==> config.mk <==
export PLATFORM = sky130hd
export DESIGN_NAME = height_map_text_parser
export DESIGN_NICKNAME = d
export VERILOG_FILES = /design/src/rtl/hmtp_pkg.sv /design/src/rtl/hmtp_parser.sv /design/src/rtl/hmtp_scaler.sv /design/src/rtl/height_map_text_parser.sv
export SDC_FILE = /design/constraint.sdc
export NUM_CORES = 1
export LEC_CHECK = 0
export BUFFER_PORTS_ARGS = -buffer_cell sky130_fd_sc_hd__buf_2
export CAP_MARGIN = 20
export CORE_MARGIN = 4
export CORE_UTILIZATION = 29
export CTS_CLUSTER_SIZE = 10
export DETAILED_ROUTE_END_ITERATION = 8
export PLACE_DENSITY = 0.45
export SYNTH_ARGS = -nofsm -noshare
export SYNTH_HDL_FRONTEND = slang
export SYNTH_SLANG_ARGS = --single-unit
==> constraint.sdc <==
create_clock -name clk -period 5.72 [get_ports clk]
set_input_delay 1.144 -clock clk [delete_from_list [all_inputs] [get_ports clk]]
set_output_delay 1.144 -clock clk [all_outputs]
set_load 0.01 [all_outputs]
==> src/rtl/hmtp_pkg.sv <==
// ----------------------------------------------------------------------------
// Height map text parser package
// Shared types and constants for the text parser and the point scaler.
// ----------------------------------------------------------------------------
package hmtp_pkg;

  typedef enum logic [1:0] {
    PH_BETWEEN,
    PH_HEIGHT,
    PH_PREFIX,
    PH_HEX
  } phase_t;

  localparam logic [7:0] CH_SPACE = 8'h20;
  localparam logic [7:0] CH_NL    = 8'h0A;
  localparam logic [7:0] CH_MINUS = 8'h2D;
  localparam logic [7:0] CH_COMMA = 8'h2C;
  localparam logic [7:0] CH_X_LO  = 8'h78;
  localparam logic [7:0] CH_X_UP  = 8'h58;

  localparam logic [23:0] WHITE      = 24'hFFFFFF;
  localparam logic [2:0]  HEX_DIGITS = 3'd6;
  localparam logic [15:0] HEIGHT_SAT = 16'd32768;
  localparam logic [15:0] HEIGHT_MAX = 16'd32767;

  localparam int XY_W    = 10;
  localparam int Z_W     = 7;
  localparam int POS_W   = 20;
  localparam int HZ_W    = 23;
  localparam int COLOR_W = 24;

  localparam logic REG_XY_SCALE = 1'b0;
  localparam logic REG_Z_SCALE  = 1'b1;

  typedef struct packed {
    logic signed [15:0] height;
    logic [23:0]        color;
    logic               final_pt;
  } point_t;

endpackage

==> src/rtl/hmtp_parser.sv <==
// ----------------------------------------------------------------------------
// Height map text parser: token parser
// Parses one text byte per request, tracks grid position and registers one
// finished point with its column and row.
// ----------------------------------------------------------------------------
module hmtp_parser
  import hmtp_pkg::*;
#(
  parameter int MAX_COLS = 1024,
  parameter int MAX_ROWS = 1024,
  parameter int CW = $clog2(MAX_COLS + 1),
  parameter int RW = $clog2(MAX_ROWS + 1)
) (
  input  logic          clk,
  input  logic          rst,
  input  logic          in_valid,
  output logic          in_ready,
  input  logic [7:0]    text_byte,
  input  logic          end_of_text,
  output logic          pt_valid,
  input  logic          pt_ready,
  output logic [CW-1:0] pt_col,
  output logic [RW-1:0] pt_row,
  output point_t        pt
);

  phase_t        phase, phase_next;
  logic [15:0]   acc, acc_next;
  logic          neg, neg_next;
  logic [23:0]   color, color_next;
  logic [2:0]    cnt, cnt_next;
  logic          has, has_next;
  logic [CW-1:0] lwidth, lwidth_next;
  logic          wk, wk_next;
  logic [CW-1:0] cc, cc_next;
  logic [RW-1:0] rc, rc_next;

  logic          sep, digit, minus, comma, xch, hex_ok;
  logic [3:0]    hex_val;
  logic [18:0]   acc_mul;
  logic          do_finish, emit;
  logic [CW-1:0] col_out, cc_inc;
  logic [RW-1:0] row_out;
  logic signed [15:0] height_out;
  logic [23:0]   color_out;
  logic          accept;

  assign sep    = (text_byte == CH_SPACE) || (text_byte == CH_NL);
  assign digit  = text_byte inside {[8'h30:8'h39]};
  assign minus  = (text_byte == CH_MINUS);
  assign comma  = (text_byte == CH_COMMA);
  assign xch    = (text_byte == CH_X_LO) || (text_byte == CH_X_UP);
  assign hex_ok = digit || (text_byte inside {[8'h41:8'h46], [8'h61:8'h66]});
  assign hex_val = digit ? text_byte[3:0] : text_byte[3:0] + 4'd9;
  assign acc_mul = {acc, 3'b000} + 19'({acc, 1'b0}) + 19'(text_byte[3:0]);
  assign cc_inc  = cc + CW'(1);

  assign in_ready = !pt_valid || pt_ready;
  assign accept   = in_valid && in_ready;

  always_comb begin
    phase_next  = phase;
    acc_next    = acc;
    neg_next    = neg;
    color_next  = color;
    cnt_next    = cnt;
    has_next    = has;
    lwidth_next = lwidth;
    wk_next     = wk;
    cc_next     = cc;
    rc_next     = rc;
    emit        = 1'b0;
    col_out     = cc;
    row_out     = '0;

    if (!sep) begin
      case (phase)
        PH_BETWEEN: begin
          if (digit) begin
            phase_next = PH_HEIGHT;
            acc_next   = 16'(text_byte[3:0]);
            neg_next   = 1'b0;
          end else if (minus) begin
            phase_next = PH_HEIGHT;
            acc_next   = '0;
            neg_next   = 1'b1;
          end
        end
        PH_HEIGHT: begin
          if (digit) begin
            acc_next = (acc_mul > 19'(HEIGHT_SAT)) ? HEIGHT_SAT : acc_mul[15:0];
          end else if (comma) begin
            phase_next = PH_PREFIX;
          end
        end
        PH_PREFIX: begin
          if (xch) phase_next = PH_HEX;
        end
        PH_HEX: begin
          if (hex_ok && cnt < HEX_DIGITS) begin
            color_next = {color[19:0], hex_val};
            cnt_next   = cnt + 3'd1;
            has_next   = 1'b1;
          end
        end
        default: phase_next = PH_BETWEEN;
      endcase
    end

    if (neg_next) begin
      height_out = 16'(-{1'b0, acc_next});
    end else begin
      height_out = (acc_next > HEIGHT_MAX) ? HEIGHT_MAX : acc_next;
    end
    color_out = has_next ? color_next : WHITE;

    do_finish = (sep || end_of_text) && (phase_next != PH_BETWEEN);
    if (do_finish) begin
      if (!wk) begin
        if (cc < CW'(MAX_COLS)) begin
          cc_next = cc_inc;
          emit    = 1'b1;
        end
      end else begin
        row_out = rc;
        if (rc < RW'(MAX_ROWS)) begin
          emit = 1'b1;
          if (cc_inc >= lwidth) begin
            cc_next = '0;
            rc_next = rc + RW'(1);
          end else begin
            cc_next = cc_inc;
          end
        end
      end
      phase_next = PH_BETWEEN;
      acc_next   = '0;
      neg_next   = 1'b0;
      color_next = '0;
      cnt_next   = '0;
      has_next   = 1'b0;
    end

    if (text_byte == CH_NL && !wk && cc_next != '0) begin
      lwidth_next = cc_next;
      wk_next     = 1'b1;
      cc_next     = '0;
      rc_next     = RW'(1);
    end

    if (end_of_text) begin
      phase_next  = PH_BETWEEN;
      acc_next    = '0;
      neg_next    = 1'b0;
      color_next  = '0;
      cnt_next    = '0;
      has_next    = 1'b0;
      lwidth_next = '0;
      wk_next     = 1'b0;
      cc_next     = '0;
      rc_next     = '0;
    end
  end

  always_ff @(posedge clk) begin
    if (rst) begin
      phase  <= PH_BETWEEN;
      acc    <= '0;
      neg    <= 1'b0;
      color  <= '0;
      cnt    <= '0;
      has    <= 1'b0;
      lwidth <= '0;
      wk     <= 1'b0;
      cc     <= '0;
      rc     <= '0;
    end else if (accept) begin
      phase  <= phase_next;
      acc    <= acc_next;
      neg    <= neg_next;
      color  <= color_next;
      cnt    <= cnt_next;
      has    <= has_next;
      lwidth <= lwidth_next;
      wk     <= wk_next;
      cc     <= cc_next;
      rc     <= rc_next;
    end
  end

  always_ff @(posedge clk) begin
    if (rst) begin
      pt_valid <= 1'b0;
    end else if (in_ready) begin
      pt_valid <= accept && emit;
    end
  end

  always_ff @(posedge clk) begin
    if (accept && emit) begin
      pt_col      <= col_out;
      pt_row      <= row_out;
      pt.height   <= height_out;
      pt.color    <= color_out;
      pt.final_pt <= end_of_text;
    end
  end

endmodule

==> src/rtl/hmtp_scaler.sv <==
// ----------------------------------------------------------------------------
// Height map text parser: point scaler
// Holds the scale registers and multiplies a parsed point into the output
// register.
// ----------------------------------------------------------------------------
module hmtp_scaler
  import hmtp_pkg::*;
#(
  parameter int CW = 11,
  parameter int RW = 11
) (
  input  logic               clk,
  input  logic               rst,
  input  logic               cfg_we,
  input  logic               cfg_index,
  input  logic [XY_W-1:0]    cfg_data,
  input  logic               pt_valid,
  output logic               pt_ready,
  input  logic [CW-1:0]      pt_col,
  input  logic [RW-1:0]      pt_row,
  input  point_t             pt,
  output logic               out_valid,
  input  logic               out_ready,
  output logic [POS_W-1:0]   pos_x,
  output logic [POS_W-1:0]   pos_y,
  output logic [HZ_W-1:0]    height_z,
  output logic [COLOR_W-1:0] color,
  output logic               final_point
);

  localparam int PXW = CW + XY_W;
  localparam int PYW = RW + XY_W;

  logic [XY_W-1:0]   xy_scale;
  logic [Z_W-1:0]    z_scale;
  logic [PXW-1:0]    prod_x;
  logic [PYW-1:0]    prod_y;
  logic signed [23:0] prod_z;

  assign pt_ready = !out_valid || out_ready;
  assign prod_x   = PXW'(pt_col) * PXW'(xy_scale);
  assign prod_y   = PYW'(pt_row) * PYW'(xy_scale);
  assign prod_z   = 24'(pt.height) * $signed({17'd0, z_scale});

  always_ff @(posedge clk) begin
    if (rst) begin
      xy_scale <= XY_W'(1);
      z_scale  <= '0;
    end else if (cfg_we) begin
      case (cfg_index)
        REG_XY_SCALE: xy_scale <= cfg_data;
        REG_Z_SCALE:  z_scale  <= cfg_data[Z_W-1:0];
        default: ;
      endcase
    end
  end

  always_ff @(posedge clk) begin
    if (rst) begin
      out_valid <= 1'b0;
    end else if (pt_ready) begin
      out_valid <= pt_valid;
    end
  end

  always_ff @(posedge clk) begin
    if (pt_ready && pt_valid) begin
      pos_x       <= POS_W'(prod_x);
      pos_y       <= POS_W'(prod_y);
      height_z    <= prod_z[HZ_W-1:0];
      color       <= pt.color;
      final_point <= pt.final_pt;
    end
  end

endmodule

==> src/rtl/height_map_text_parser.sv <==
// ----------------------------------------------------------------------------
// Height map text parser
// Turns a byte stream of map text into scaled grid points.
// ----------------------------------------------------------------------------
// Takes one text byte per cycle unless stalled; the byte that closes a token
// gives a point through two registers: one after the parser, one after the
// scale multipliers. Both stages advance whenever the stage after them is
// empty or drained, so s_tready follows m_tready through both registers and a
// full stream runs at one byte per clock while m_tready stays high. The row
// width comes from the first line that holds a token; s_tlast flushes any open
// token and resets the parser, while xy_scale and z_scale keep their values.
module height_map_text_parser
  import hmtp_pkg::*;
#(
  parameter int MAX_COLS = 1024,
  parameter int MAX_ROWS = 1024
) (
  input  logic            clk,
  input  logic            rst,
  input  logic            cfg_we,
  input  logic            cfg_index,
  input  logic [XY_W-1:0] cfg_data,
  input  logic            s_tvalid,
  output logic            s_tready,
  input  logic [7:0]      s_tdata,   // text_byte
  input  logic            s_tlast,   // end_of_text
  output logic            m_tvalid,
  input  logic            m_tready,
  output logic [87:0]     m_tdata,   // pos_x, pos_y, height_z, color, zero pad
  output logic            m_tlast    // final_point
);

  localparam int CW = $clog2(MAX_COLS + 1);
  localparam int RW = $clog2(MAX_ROWS + 1);

  logic          pt_valid;
  logic          pt_ready;
  logic [CW-1:0] pt_col;
  logic [RW-1:0] pt_row;
  point_t        pt;

  logic [POS_W-1:0]   pos_x;
  logic [POS_W-1:0]   pos_y;
  logic [HZ_W-1:0]    height_z;
  logic [COLOR_W-1:0] color;

  hmtp_parser #(
    .MAX_COLS (MAX_COLS),
    .MAX_ROWS (MAX_ROWS),
    .CW       (CW),
    .RW       (RW)
  ) u_parser (
    .clk         (clk),
    .rst         (rst),
    .in_valid    (s_tvalid),
    .in_ready    (s_tready),
    .text_byte   (s_tdata),
    .end_of_text (s_tlast),
    .pt_valid    (pt_valid),
    .pt_ready    (pt_ready),
    .pt_col      (pt_col),
    .pt_row      (pt_row),
    .pt          (pt)
  );

  hmtp_scaler #(
    .CW (CW),
    .RW (RW)
  ) u_scaler (
    .clk         (clk),
    .rst         (rst),
    .cfg_we      (cfg_we),
    .cfg_index   (cfg_index),
    .cfg_data    (cfg_data),
    .pt_valid    (pt_valid),
    .pt_ready    (pt_ready),
    .pt_col      (pt_col),
    .pt_row      (pt_row),
    .pt          (pt),
    .out_valid   (m_tvalid),
    .out_ready   (m_tready),
    .pos_x       (pos_x),
    .pos_y       (pos_y),
    .height_z    (height_z),
    .color       (color),
    .final_point (m_tlast)
  );

  assign m_tdata = {1'b0, color, height_z, pos_y, pos_x};

  a_ready_when_empty: assert property (@(posedge clk) disable iff (rst)
    !m_tvalid |-> s_tready)
    else $error("input stalled with empty output register");

  a_point_moves_out: assert property (@(posedge clk) disable iff (rst)
    (pt_valid && pt_ready) |=> m_tvalid)
    else $error("parsed point lost before output register");

  a_point_held: assert property (@(posedge clk) disable iff (rst)
    (pt_valid && !pt_ready) |=> (pt_valid && $stable(pt) && $stable(pt_col)))
    else $error("parsed point changed while stalled");

endmodule
==> out/qor.csv <==
metric;value;unit
CP max FO;6;
GPL Wtd Cong;0.892;
headroom to the max-slew limit;0.341;
worst path required time;6.01;ns
placed insts;3560;
Mapped Cells;2440;
detailed-placement wirelength estimate;45800;µm
die area;83800;µm²
crit path capture type;flip-flop;
cells traversed along the worst timing path;buf_4, and2_1, fa_1, fa_1, fa_1, fa_1, fa_1, ha_4, and3_1, a21oi_1, o21ai_0, o41a_1, a211o_1, a21o_1, a21oi_1, xnor2_1;
Synth Warn #;0;
Setup crit start kind;flip-flop;
most used cell along the critical path;fa_1;
Die Span X;289;µm
CTS Buf Count;35;
status;finished, final reports clean;
Hold WS;0.417;ns
pwr dens;206;nW/µm²
total power;0.00543;W
slowest CP cell;fa_1;
Congestion Overflow GR;0;
area grow syn2layout;14.6;%
sequential-to-total area share from yosys stat;0.285;
Yosys reg bits;251;
min Tclk post-route;5.49;ns
Initial DRT Pass Iterations;5;
Setup TNS Final;0;ns
peak supply drop;175;µV
layout cell share with drive strength beyond 1;0.118;
Setup Skew;0.0185;ns
fmax;0.182;GHz
GR Layer Usage met2;0.223;
fin. max-slew vios;0;
H-tree levels;2;
Buf/Inv on CP;1;
Initial DRC Count;1124;
chip height;289;µm
CTS tree;yes;
post-route insts no fill;3634;
largest net degree at the start of global routing;89;
WP data arrival;5.78;ns
# DRC;0;
post-synth design cell area;23000;µm²
via count;17400;
GR peak layer;met2;
first-pass GRT wire length;96600;µm
vias per inst;4.78;
EDFF count, synth;151;
Nets;3017;
top_reg_cell synth;edfxtp_1;
delay of the slowest cell on the worst path;0.57;ns
Crit Path Class;reg -> reg;
met3 Use GR;0.0215;
type of the worst min-delay path;reg -> reg;
Final Routed Wirelength;59300;µm
Slew @ Worst Pin;0.985;ns
CORE AREA;78000;µm²
post-route ant nets;0;
Finish-stage setup viols;0;
placed inst area;25000;µm²
syn_area_per_cell;9.42;µm²
initial antenna violation count;6;
Netlist cell types;89;
Avg WL per Cell;16.3;µm
Worst-path clk slew;0.05;ns
CTS max path bufs;3;
vias in the first global route;17800;
Port Buffers;114;
Syn Nets;2893;
Total Routing Usage GR;0.143;
Top delay family on crit path;adder cells;
ys async rst share;0;
Worst-Skew Late Latency;0.57;ns
endpoints failing hold;0;
Clock Sinks;251;
initial core utilization;0.295;
leakage;11.6;nW
unrepaired setup endpoints after global routing;true;
number of max-cap violations;0;
CTS root buffer;clkbuf_16;
I/O pins;116;
met1 GRT Util;0.209;
design area;26300;µm²
crit share post-route;0.960;
row count;102;
[stage by stage]
step | setup WS, ns | util
6_report | 0.230 | 0.338
5_1_grt | -0.0417 | 0.338
4_1_cts | 0.0360 | 0.336
3_5_place_dp | -0.0748 | 0.321
3_3_place_gp | 0.0147 | 0.321
2_1_floorplan | 0.0625 | -
[worst paths after layout]
| path | startpoint | cells after the start | to | slack [ns] |
|---|---|---|---|---|
| max reg2reg | u_parser.pt_col[4] | 16 | u_scaler.pos_x[19] | 0.23 |
| max | u_parser.pt_col[4] | 16 | u_scaler.pos_x[19] | 0.23 |
| min reg2reg | u_parser.pt[16] | 0 | u_scaler.color[15] | 0.42 |
| min | u_parser.pt[16] | 0 | u_scaler.color[15] | 0.42 |
[sequential cells by signal, indices dropped and copies added, names as in the netlist]
| register | flops |
|---|---|
| u_parser.pt_col | 11 |
| u_parser.pt_valid | 1 |
| u_parser.cc | 11 |
| u_scaler.z_scale | 7 |
| u_parser.wk | 1 |
| u_scaler.height_z | 23 |
| u_parser.pt | 41 |
| u_scaler.pos_y | 20 |
| u_parser.color | 24 |
| u_scaler.xy_scale | 10 |
| u_parser.lwidth | 11 |
| u_parser.rc | 11 |
| u_parser.pt_row | 11 |
| u_parser.neg | 1 |
| u_scaler.pos_x | 20 |
| u_scaler.out_valid | 1 |
| u_parser.phase | 2 |
| u_scaler.color | 24 |
| u_parser.acc | 16 |
| u_scaler.final_point | 1 |
| u_parser.cnt | 3 |
| u_parser.has | 1 |
[routing by layer]
layer	wire length, µm	vias up	part of all wire
met4	1090	4	0.018
li1	-	8387	-
met5	27	-	0.00046
met1	29400	8592	0.50
met2	25900	332	0.44
met3	2830	71	0.048
[cell type report]
class                           instances  area, µm²
Antenna cell                            3       7.51
Clock buffer                           54       1020
Clock inverter                         10        148
Fill cell                            8033      51600
Inverter                              324       1220
Multi-Input combinational cell       1755      14900
Sequential cell                       251       6540
Tap cell                             1040       1300
Timing Repair Buffer                  197       1210
[synth_stat cells (40+ instances only)]
cell | n | share of area
a22oi_1 | 43 | 0.014
nand3_1 | 40 | 0.0087
xnor2_1 | 64 | 0.024
a21oi_1 | 158 | 0.034
and2_1 | 193 | 0.053
fa_1 | 224 | 0.20
ha_1 | 204 | 0.11
o21ai_0 | 48 | 0.010
clkbuf_1 | 96 | 0.016
nor2_1 | 156 | 0.025
edfxtp_1 | 151 | 0.20
inv_1 | 322 | 0.053
dfxtp_1 | 100 | 0.087
nand2_1 | 263 | 0.043
[cells by family after synthesis]
kind of cell	Yosys count	share of synthesized area
compound gates	416	0.120
other cells	1	0.000163
mux	13	0.00583
simple gates	806	0.176
fa+ha+maj	428	0.306
buf+inv	434	0.0716
xor+xnor	91	0.0347
flops	251	0.285
[where the power goes]
group,internal (W),switching (W)
Clock,0.00130,0.000900
Combinational,0.000544,0.000691
Sequential,0.00197,0.0000216
Total,0.00382,0.00161
[cell usage in the layout, fill, tap and decap left out, types with 64 or more instances in the layout]
master / n
edfxtp_1: 151
buf_4: 80
inv_1: 321
buf_2: 114
dfxtp_1: 96
nor2_1: 156
a21oi_1: 151
nand2_1: 263
and2_1: 193
ha_1: 200
xnor2_1: 64
fa_1: 224
[timing repair]
| action | 4_1_cts | 5_1_grt |
|---|---|---|
| pin swaps | 0 | 3 |
| setup endpoints to repair | 1 | 8 |
| hold buffers | 0 | 0 |
| buffers inserted | 2 | 5 |
| resized for setup | 3 | 17 |
[worst reg2reg max path, delay by kind of cell (launching register included)]
kind	cells	cell delay [ns]
DFF	1	0.48
adders and majority gates	6	2.83
AOI/OAI and AO/OA	6	1.27
buffers and inverters	1	0.21
and+or+nand+nor	2	0.35
xor gates and xnor gates	1	0.08
(Power assumes the default switching activity.)
